### src/rtl/b2da_pkg.sv
// shared constants, types and helpers for the binary to decimal ascii converter
// no dependencies

package b2da_pkg;

  localparam int unsigned VALUE_BITS_DEF = 64;
  localparam int unsigned IN_TDATA_W     = 64;
  localparam int unsigned OUT_TDATA_W    = 8;
  localparam int unsigned DIGIT_W        = 4;
  localparam int unsigned ASCII_W        = 6;

  // upper two bits of the 6-bit code for '0' .. '9'
  localparam logic [ASCII_W-DIGIT_W-1:0] ASCII_DIGIT_HI = 2'b11;

  // decimal digits of 2^bits - 1, using log10(2) ~ 0.30103
  function automatic int unsigned num_digits(input int unsigned bits);
    num_digits = (bits * 30103) / 100000 + 1;
  endfunction

  typedef enum logic [1:0] {
    EM_IDLE,
    EM_SKIP,
    EM_SEND
  } emit_state_e;

endpackage

### src/rtl/binary_to_decimal_ascii.sv
// top level of the binary to decimal ascii converter
// depends on b2da_pkg, b2da_dabble and b2da_emit
//
// usage:
//   slave side: one request carries an unsigned value in s_axis_tdata; only the
//   low VALUE_BITS bits count. master side: one request per decimal digit, as
//   ascii '0'..'9' in m_axis_tdata[5:0], most significant digit first, with no
//   leading zeros; zero gives a single '0'. m_axis_tlast marks the last digit.
// flow:
//   the shift-and-add-3 unit takes one input bit per cycle, then hands the bcd
//   word to the serializer once that one is idle. the serializer drops one leading
//   zero per cycle, moves from its skip state to its send state, then sends one
//   digit per cycle while m_axis_tready is high. the next value converts while
//   digits go out.
// reset:
//   rst_ni clears both control paths; no request is pending afterwards.
// stall:
//   a low m_axis_tready holds the current digit; a finished conversion waits
//   in the converter and s_axis_tready stays low until it is handed over.

module binary_to_decimal_ascii #(
  parameter int unsigned VALUE_BITS = b2da_pkg::VALUE_BITS_DEF
) (
  input  logic                                clk_i,
  input  logic                                rst_ni,
  // slave side
  input  logic                                s_axis_tvalid,
  output logic                                s_axis_tready,
  input  logic [b2da_pkg::IN_TDATA_W-1:0]     s_axis_tdata,   // [63:0] value
  // master side
  output logic                                m_axis_tvalid,
  input  logic                                m_axis_tready,
  output logic [b2da_pkg::OUT_TDATA_W-1:0]    m_axis_tdata,   // [5:0] ascii_digit, [7:6] zero
  output logic                                m_axis_tlast    // last_digit
);
  import b2da_pkg::*;

  // digits needed for the largest value of VALUE_BITS bits
  localparam int unsigned NUM_DIGITS = num_digits(VALUE_BITS);

  logic                    conv_ready;
  logic                    conv_done;
  logic                    emit_ready;
  logic                    hand_over;
  logic [4*NUM_DIGITS-1:0] conv_bcd;
  logic [ASCII_W-1:0]      ascii_digit;

  // converter result moves to the serializer once that one is idle
  assign hand_over = conv_done && emit_ready;

  b2da_dabble #(
    .VALUE_BITS (VALUE_BITS),
    .NUM_DIGITS (NUM_DIGITS)
  ) u_dabble (
    .clk_i   (clk_i),
    .rst_ni  (rst_ni),
    .load_i  (s_axis_tvalid),
    .value_i (s_axis_tdata[VALUE_BITS-1:0]),
    .ready_o (conv_ready),
    .done_o  (conv_done),
    .take_i  (emit_ready),
    .bcd_o   (conv_bcd)
  );

  b2da_emit #(
    .NUM_DIGITS (NUM_DIGITS)
  ) u_emit (
    .clk_i    (clk_i),
    .rst_ni   (rst_ni),
    .load_i   (hand_over),
    .bcd_i    (conv_bcd),
    .ready_o  (emit_ready),
    .valid_o  (m_axis_tvalid),
    .accept_i (m_axis_tready),
    .ascii_o  (ascii_digit),
    .last_o   (m_axis_tlast)
  );

  assign s_axis_tready = conv_ready;
  // pad the 6-bit code up to a whole byte
  assign m_axis_tdata  = {{(OUT_TDATA_W-ASCII_W){1'b0}}, ascii_digit};

endmodule

### src/rtl/b2da_dabble.sv
// bit-serial shift-and-add-3 conversion of one binary value into packed bcd
// depends on b2da_pkg

module b2da_dabble #(
  parameter int unsigned VALUE_BITS = 64,
  parameter int unsigned NUM_DIGITS = 20
) (
  input  logic                    clk_i,
  input  logic                    rst_ni,
  input  logic                    load_i,
  input  logic [VALUE_BITS-1:0]   value_i,
  output logic                    ready_o,
  output logic                    done_o,
  input  logic                    take_i,
  output logic [4*NUM_DIGITS-1:0] bcd_o
);
  import b2da_pkg::*;

  localparam int unsigned CNT_W = (VALUE_BITS > 1) ? $clog2(VALUE_BITS) : 1;
  localparam int unsigned BCD_W = DIGIT_W * NUM_DIGITS;

  logic [VALUE_BITS-1:0] shift_q, shift_d;
  logic [BCD_W-1:0]      bcd_q, bcd_d, bcd_adj;
  logic [CNT_W-1:0]      cnt_q, cnt_d;
  logic                  busy_q, busy_d;
  logic                  done_q, done_d;

  // add 3 to every digit of 5 or more before the shift
  always_comb begin
    logic [DIGIT_W-1:0] dig;
    for (int i = 0; i < NUM_DIGITS; i++) begin
      dig = bcd_q[i*DIGIT_W +: DIGIT_W];
      bcd_adj[i*DIGIT_W +: DIGIT_W] = (dig >= DIGIT_W'(5)) ? dig + DIGIT_W'(3) : dig;
    end
  end

  always_comb begin
    shift_d = shift_q;
    bcd_d   = bcd_q;
    cnt_d   = cnt_q;
    busy_d  = busy_q;
    done_d  = done_q;
    if (busy_q) begin
      bcd_d   = {bcd_adj[BCD_W-2:0], shift_q[VALUE_BITS-1]};
      shift_d = {shift_q[VALUE_BITS-2:0], 1'b0};
      cnt_d   = cnt_q - CNT_W'(1);
      if (cnt_q == '0) begin
        busy_d = 1'b0;
        done_d = 1'b1;
      end
    end else if (done_q) begin
      if (take_i) begin
        done_d = 1'b0;
      end
    end else if (load_i) begin
      shift_d = value_i;
      bcd_d   = '0;
      cnt_d   = CNT_W'(VALUE_BITS - 1);
      busy_d  = 1'b1;
    end
  end

  always_ff @(posedge clk_i or negedge rst_ni) begin
    if (!rst_ni) begin
      busy_q <= 1'b0;
      done_q <= 1'b0;
      cnt_q  <= '0;
    end else begin
      busy_q <= busy_d;
      done_q <= done_d;
      cnt_q  <= cnt_d;
    end
  end

  always_ff @(posedge clk_i) begin
    shift_q <= shift_d;
    bcd_q   <= bcd_d;
  end

  assign ready_o = !busy_q && !done_q;
  assign done_o  = done_q;
  assign bcd_o   = bcd_q;

endmodule

### src/rtl/b2da_emit.sv
// digit serializer: drops leading zeros, then sends one ascii digit per request
// depends on b2da_pkg

module b2da_emit #(
  parameter int unsigned NUM_DIGITS = 20
) (
  input  logic                    clk_i,
  input  logic                    rst_ni,
  input  logic                    load_i,
  input  logic [4*NUM_DIGITS-1:0] bcd_i,
  output logic                    ready_o,
  output logic                    valid_o,
  input  logic                    accept_i,
  output logic [b2da_pkg::ASCII_W-1:0] ascii_o,
  output logic                    last_o
);
  import b2da_pkg::*;

  localparam int unsigned BCD_W = DIGIT_W * NUM_DIGITS;
  localparam int unsigned REM_W = $clog2(NUM_DIGITS + 1);

  emit_state_e        state_q, state_d;
  logic [BCD_W-1:0]   bcd_q, bcd_d;
  logic [REM_W-1:0]   rem_q, rem_d;
  logic [DIGIT_W-1:0] top_dig;
  logic               is_last;

  assign top_dig = bcd_q[BCD_W-1 -: DIGIT_W];
  assign is_last = (rem_q == REM_W'(1));

  always_comb begin
    state_d = state_q;
    bcd_d   = bcd_q;
    rem_d   = rem_q;
    ready_o = 1'b0;
    valid_o = 1'b0;
    case (state_q)
      EM_IDLE: begin
        ready_o = 1'b1;
        if (load_i) begin
          bcd_d   = bcd_i;
          rem_d   = REM_W'(NUM_DIGITS);
          state_d = EM_SKIP;
        end
      end
      EM_SKIP: begin
        if (top_dig == '0 && !is_last) begin
          bcd_d = {bcd_q[BCD_W-DIGIT_W-1:0], {DIGIT_W{1'b0}}};
          rem_d = rem_q - REM_W'(1);
        end else begin
          state_d = EM_SEND;
        end
      end
      EM_SEND: begin
        valid_o = 1'b1;
        if (accept_i) begin
          if (is_last) begin
            state_d = EM_IDLE;
          end else begin
            bcd_d = {bcd_q[BCD_W-DIGIT_W-1:0], {DIGIT_W{1'b0}}};
            rem_d = rem_q - REM_W'(1);
          end
        end
      end
      default: begin
        state_d = EM_IDLE;
      end
    endcase
  end

  always_ff @(posedge clk_i or negedge rst_ni) begin
    if (!rst_ni) begin
      state_q <= EM_IDLE;
      rem_q   <= '0;
    end else begin
      state_q <= state_d;
      rem_q   <= rem_d;
    end
  end

  always_ff @(posedge clk_i) begin
    bcd_q <= bcd_d;
  end

  assign ascii_o = {ASCII_DIGIT_HI, top_dig};
  assign last_o  = is_last;

endmodule

### config.mk
export PLATFORM = sky130hd
export DESIGN_NAME = binary_to_decimal_ascii
export DESIGN_NICKNAME = d
export VERILOG_FILES = /design/src/rtl/b2da_pkg.sv /design/src/rtl/binary_to_decimal_ascii.sv /design/src/rtl/b2da_dabble.sv /design/src/rtl/b2da_emit.sv
export SDC_FILE = /design/constraint.sdc
export NUM_CORES = 1
export LEC_CHECK = 0
export BUFFER_PORTS_ARGS = -buffer_cell sky130_fd_sc_hd__buf_2
export CAP_MARGIN = 20
export CORE_ASPECT_RATIO = 1.4
export CORE_MARGIN = 2
export CORE_UTILIZATION = 45
export CTS_CLUSTER_DIAMETER = 200
export DETAILED_ROUTE_END_ITERATION = 7
export GPL_TIMING_DRIVEN = 0
export MAX_ROUTING_LAYER = met4
export PLACE_DENSITY_LB_ADDON = 0.15
export SYNTH_ARGS = -nofsm -noshare
export SYNTH_HDL_FRONTEND = slang
export SYNTH_SLANG_ARGS = --single-unit
### constraint.sdc
create_clock -name clk_i -period 9.6 [get_ports clk_i]
set_clock_uncertainty 0.15 [all_clocks]
set_input_delay 0.96 -clock clk_i [delete_from_list [all_inputs] [get_ports clk_i]]
set_output_delay 0.96 -clock clk_i [all_outputs]
set_load 0.02 [all_outputs]
# ---- After elaboration in Yosys (flattened, before gate mapping)
# Cells that the tools add are included.
dict set report word_totals {
  register_bits 239
  output_inout_bits 11
  wordCells 132
}
dict set report classes {
  add_sub_neg 22
  order_cmp 20
  n_eq_ne 11
  muxes 54
  n_bitwise 1
  n_reduce_logical 15
}
# operator n
set ops {}
lappend ops {{2-to-1 mux 80 bit} 7}
lappend ops {{one-hot mux 80 bit (3 select lines)} 1}
lappend ops {{2-to-1 mux 64 bit} 3}
lappend ops {{>= comparator 4 x 3 -> 1 bit (second input constant)} 20}
lappend ops {{adder 4 x 2 -> 4 bit (second input constant)} 19}
lappend ops {{2-to-1 mux 4 bit} 19}
lappend ops {{2-to-1 mux 5 bit} 4}
lappend ops {{2-to-1 mux 6 bit} 3}
lappend ops {{one-hot mux 5 bit (3 select lines)} 1}
lappend ops {{2-to-1 mux 1 bit} 10}
lappend ops {{inequality test 2 bit (second input constant)} 5}
lappend ops {{2-to-1 mux 2 bit} 4}
lappend ops {{logical NOT 6 bit} 1}
lappend ops {{inequality test 2 x 1 -> 1 bit (second input constant)} 3}
lappend ops {{one-hot mux 2 bit (3 select lines)} 1}
lappend ops {{subtractor 6 x 1 -> 6 bit (second input constant)} 1}
lappend ops {{equality test 5 x 1 -> 1 bit (second input constant)} 1}
lappend ops {{AND reduction 5 bit} 1}
lappend ops {{subtractor 5 x 1 -> 5 bit (second input constant)} 1}
lappend ops {{logical NOT 4 bit} 1}
lappend ops {{AND reduction 2 bit} 2}
lappend ops {{AND reduction 4 bit} 1}
lappend ops {{adder 3 x 2 -> 3 bit (second input constant)} 1}
lappend ops {{logical AND 1 bit} 3}
lappend ops {{8 further kinds} 10}

# ---- Logic depth before layout (Yosys ltp)
dict set report depth {
  word_depth 5
  depth_mapped 8
  depth_no_buf 8
}

# ---- Cells and area by module
# Synthesis repeated with hierarchy kept, for this count alone.
dict set report hier_totals {
  hier_cells 888
  area_unflattened_um2 11803.8
}
# mod n_inst cells_each area_each_um2
set by_module_without_submodules {}
lappend by_module_without_submodules {b2da_dabble 1 650 7831.3}
lappend by_module_without_submodules {b2da_emit 1 234 3947.5}
lappend by_module_without_submodules {binary_to_decimal_ascii 1 4 25.0}

# ---- Worst setup path before layout
# No wires, ideal clock.
dict set report synth_timing {
  path_kind {input-to-reg}
  startpoint {input port s_axis_tvalid}
  endpoint {register u_dabble.bcd_q[0] (netlist: u_dabble.bcd_o[0]), enable pin}
  setup_time_ns 0.496
  arrival_ns 3.979
  required_ns 8.954
  path_slack_ns 4.975
  path_stages 3
  cell_sequence {nand2b_1 > nor2b_1 > inv_1}
}
dict set report synth_between {
  elab_chain_cells 2
}
# element line
set synth_rtl {}
lappend synth_rtl {{start, declared} binary_to_decimal_ascii.sv:27} ;# input logic s_axis_tvalid,
lappend synth_rtl {{nonzero test 2 bit (no line)} -}
lappend synth_rtl {{AND reduction 2 bit (no line)} -}
lappend synth_rtl {{end signal, assigned} b2da_dabble.sv:77} ;# bcd_q <= bcd_d;
lappend synth_rtl {{end, declared} b2da_dabble.sv:23} ;# logic [BCD_W-1:0] bcd_q, bcd_d, bcd_adj;
# Every way passes these cells.
# A chain may end at the register's enable or synchronous reset.

# ---- Final worst setup path
dict set report layout_timing {
  startpoint {register u_dabble.busy_q}
  endpoint {output port s_axis_tready}
}
dict set report layout_between {
  elab_chain_cells 2
}
# element line
set layout_rtl {}
lappend layout_rtl {{start, declared} b2da_dabble.sv:25} ;# logic busy_q, busy_d;
lappend layout_rtl {{start signal, assigned} b2da_dabble.sv:69} ;# busy_q <= busy_d;
lappend layout_rtl {{logical NOT 1 bit} b2da_dabble.sv:80} ;# assign ready_o = !busy_q && !done_q;
lappend layout_rtl {{logical AND 1 bit} b2da_dabble.sv:80}
lappend layout_rtl {{end, declared} binary_to_decimal_ascii.sv:28} ;# output logic s_axis_tready,
# Every way passes these cells.

==> metrics.yaml <==
power_density_mw_per_mm2: 383
relSlewSlack_pct: 47.2
synth-compound-area-share_pct: 12.9
setup.reg_to_reg.worst_slack_ns: 6.86
critPathKind: "reg2out"
critPathSlowestCell: "buf_1"
postCtsSetupBuffers: 0
via_per_inst: 5.21
diodes: 0
leakage_nw: 5.45
r2r_cells: 6
crit_required_ns: 8.49
synth_cells: 889
clock_tree.root_cell: "clkbuf_16"
synth_top_family_by_area: "compound AO/OA/AOI/OAI gates"
critical_path_buf_inv_count: 4
grt_pass1_vias: 7128
max_freq_ghz: 0.274
vias: 6936
grtUsageMet2_pct: 31.0
met3_usage_pct: 2.11
crit_arrival_ns: 2.54
vdd_drop_max_mv: 0.185
worst_path_largest_cell_delay_ns: 0.63
post-route-min-period_ns: 3.65
grt_pass1_wl_mm: 36.4
grt_overflow: 0
status: "finished clean"
drtPass1Iterations: 4
drive_above_1_share_pct: 17.0
path_clk_slew_ns: 0.07
numPortBuffers: 74
worst_slack_ns: 5.95
rsz0062_at_grt: "no"
fin_nets: 1112
ios: 79
final_max_slew_viol_count: 0
ys_async_sr_fraction_pct: 6.28
post-place-ws_ns: 6.37
grt_start_max_net_pins: 99
yosys.area_share.simple_pct: 9.05
place.gp.congestion: 0.739
synthFlopType: "edfxtp_1"
rows: 69
worst_setup_path_end_kind: "output pin"
insertion_delay_ns: 0.51
power_mw: 5.03
synth.avg_cell_area_um2: 12.9
path_common_cell: "clkbuf_1"
synth-edff-count: 223
area_delta_synth_final_pct: 14.6
wirelength_mm: 22.2
drt_iter0_markers: 377
cts_tree: "yes"
hpwl_mm: 14.5
hold_viol: 0
die_h_um: 193
tightest_slew_ns: 0.792
synth_fa_ha_area_share_pct: 5.46
worstSetupStartpointType: "flop"
clock-sinks: 239
synth_area_mm2: 0.0115
cts_hold_buf: 0
synthDistinctLibCells: 42
hold_class: "in2async"
ys_seq_area_share_pct: 61.9
drc_errors: 0
max_cap_violations: 0
coreArea_mm2: 0.0252
grtUsageTotal_pct: 17.3
yosys_warnings: 0
initial_core_util_pct: 45.5
cp_top_family: "buffers and inverters"
cts_max_level: 1
finalCritPeriodShare_pct: 38.1
antenna_found_initial: 0
cts_resized: 0
finalSetupViolCount: 0
met1_usage_pct: 21.0
synth_seq_cells: 239
fin_util_pct: 52.1
cts_made_buffers: 24
fillerInstances: 2244
r2r_start: "u_emit.state_q[0]"
r2r_end: "u_emit.bcd_q[68]"
die_w_um: 139
crit_chain: "clkbuf_1, clkbuf_1, buf_1, nor2_1, buf_2"
crit_fanout: 10
muxShareOfSynthArea_pct: 4.10
busiest_layer: "met2"
fp.dieArea_mm2: 0.0268
setup_tns_ns: 0
clk_path_buf_depth: 3
synth_xor_area_share_pct: 3.06
drt-wirelength-per-cell_um: 16.7
drt.antenna.violating_nets: 0
==> cell families (layout without fill, tap and decap cells) <==
| kind of cell | count (synthesis) | after routing |
|---|---|---|
| compound gates | 201 | 201 |
| fa+ha+maj | 50 | 50 |
| simple gates | 216 | 216 |
| xor+xnor | 40 | 40 |
| other cells | 2 | 4 |
| mux | 42 | 42 |
| flops | 239 | 239 |
| buf+inv | 99 | 220 |
==> layout make-up <==
type                    instances  area, um^2  share of cell area [%]
plain buffers                  46         204                    1.55
multi-input cells             553        3980                    30.3
clock inverters                11         109                   0.829
inverters                      53         208                    1.58
well taps                     319         399                    3.04
repair buffers                 77         423                    3.22
flip-flops and latches        239        7090                    54.0
clock buffers                  33         727                    5.53
==> synth_stat cells, drive strengths merged (21+ instances only) <==
library cell | number | area (um^2)
and2 | 23 | 146
mux2 | 40 | 450
edfxtp | 223 | 6700
ha | 50 | 626
inv | 52 | 195
a22o | 64 | 561
a21o | 21 | 158
nand2 | 103 | 387
nand2b | 23 | 144
clkbuf | 29 | 109
xnor2 | 39 | 342
nor2 | 26 | 97.6
o21ai | 60 | 304
==> sequential cells by signal, indices dropped and copies added (netlist names) <==
signal and flops:
u_dabble.bcd_o 80, u_dabble.busy_q 1, u_dabble.cnt_q 6, u_dabble.done_o 1, u_dabble.shift_q 64, u_emit.bcd_q 80
u_emit.rem_q 5, u_emit.state_q 2
==> cells in the final DEF, fill, tap and decap left out, drive strengths merged, types with 5 or more instances in the layout <==
cell,Yosys,routed
mux2,40,40
ha,50,50
a211oi,5,5
o21ai,60,60
a21o,21,21
xnor2,39,39
inv,52,53
nor3b,6,6
and3,19,19
clkbuf,29,62
o211a,20,20
a22o,64,64
clkinv,1,8
and2,23,23
nand2b,23,23
a21boi,20,20
nor2b,5,5
edfxtp,223,223
dfrtp,15,15
nor2,26,26
a21oi,5,5
nand2,103,103
buf,17,94
==> through the flow <==
step           std cells  area [um^2]  hold WS (ns)
6_report            1331        13100         0.196
5_1_grt             1331        13100         0.203
4_1_cts             1331        13100         0.194
3_5_place_dp        1287        12300         0.316
3_3_place_gp        1284        12200         0.315
2_1_floorplan        891        11500         0.293
==> power by group <==
group,internal [mW],total [mW],switching (mW)
clock network,0.584,0.982,0.398
registers,1.93,2.20,0.267
logic,0.872,1.84,0.972
total,3.39,5.03,1.64
==> per-layer routing <==
layer	routed length (um)	part of all wire, %
met5	0	0
met4	340	1.5
met3	651	2.9
met2	11400	51
met1	9810	44
==> worst max-delay path by stage <==
stage,cells after the start,slack [ns],startpoint,end
floorplan,3,4.97,s_axis_tvalid,u_dabble.bcd_o[0]
global placement,4,3.23,s_axis_tvalid,u_dabble.bcd_o[16]
detailed placement,5,6.37,u_dabble.busy_q,s_axis_tready
CTS,5,5.80,u_dabble.busy_q,s_axis_tready
global route,5,5.71,u_dabble.busy_q,s_axis_tready
finish,5,5.95,u_dabble.busy_q,s_axis_tready
==> worst reg2reg max path, stage by stage (launching register included) <==
cell and delay (ns):
dfrtp_1 0.43, inv_1 0.11, ha_1 0.29, clkbuf_1 0.37, clkbuf_1 0.47, clkbuf_1 0.43
o21ai_0 0.21
(Power assumes the default switching activity.)
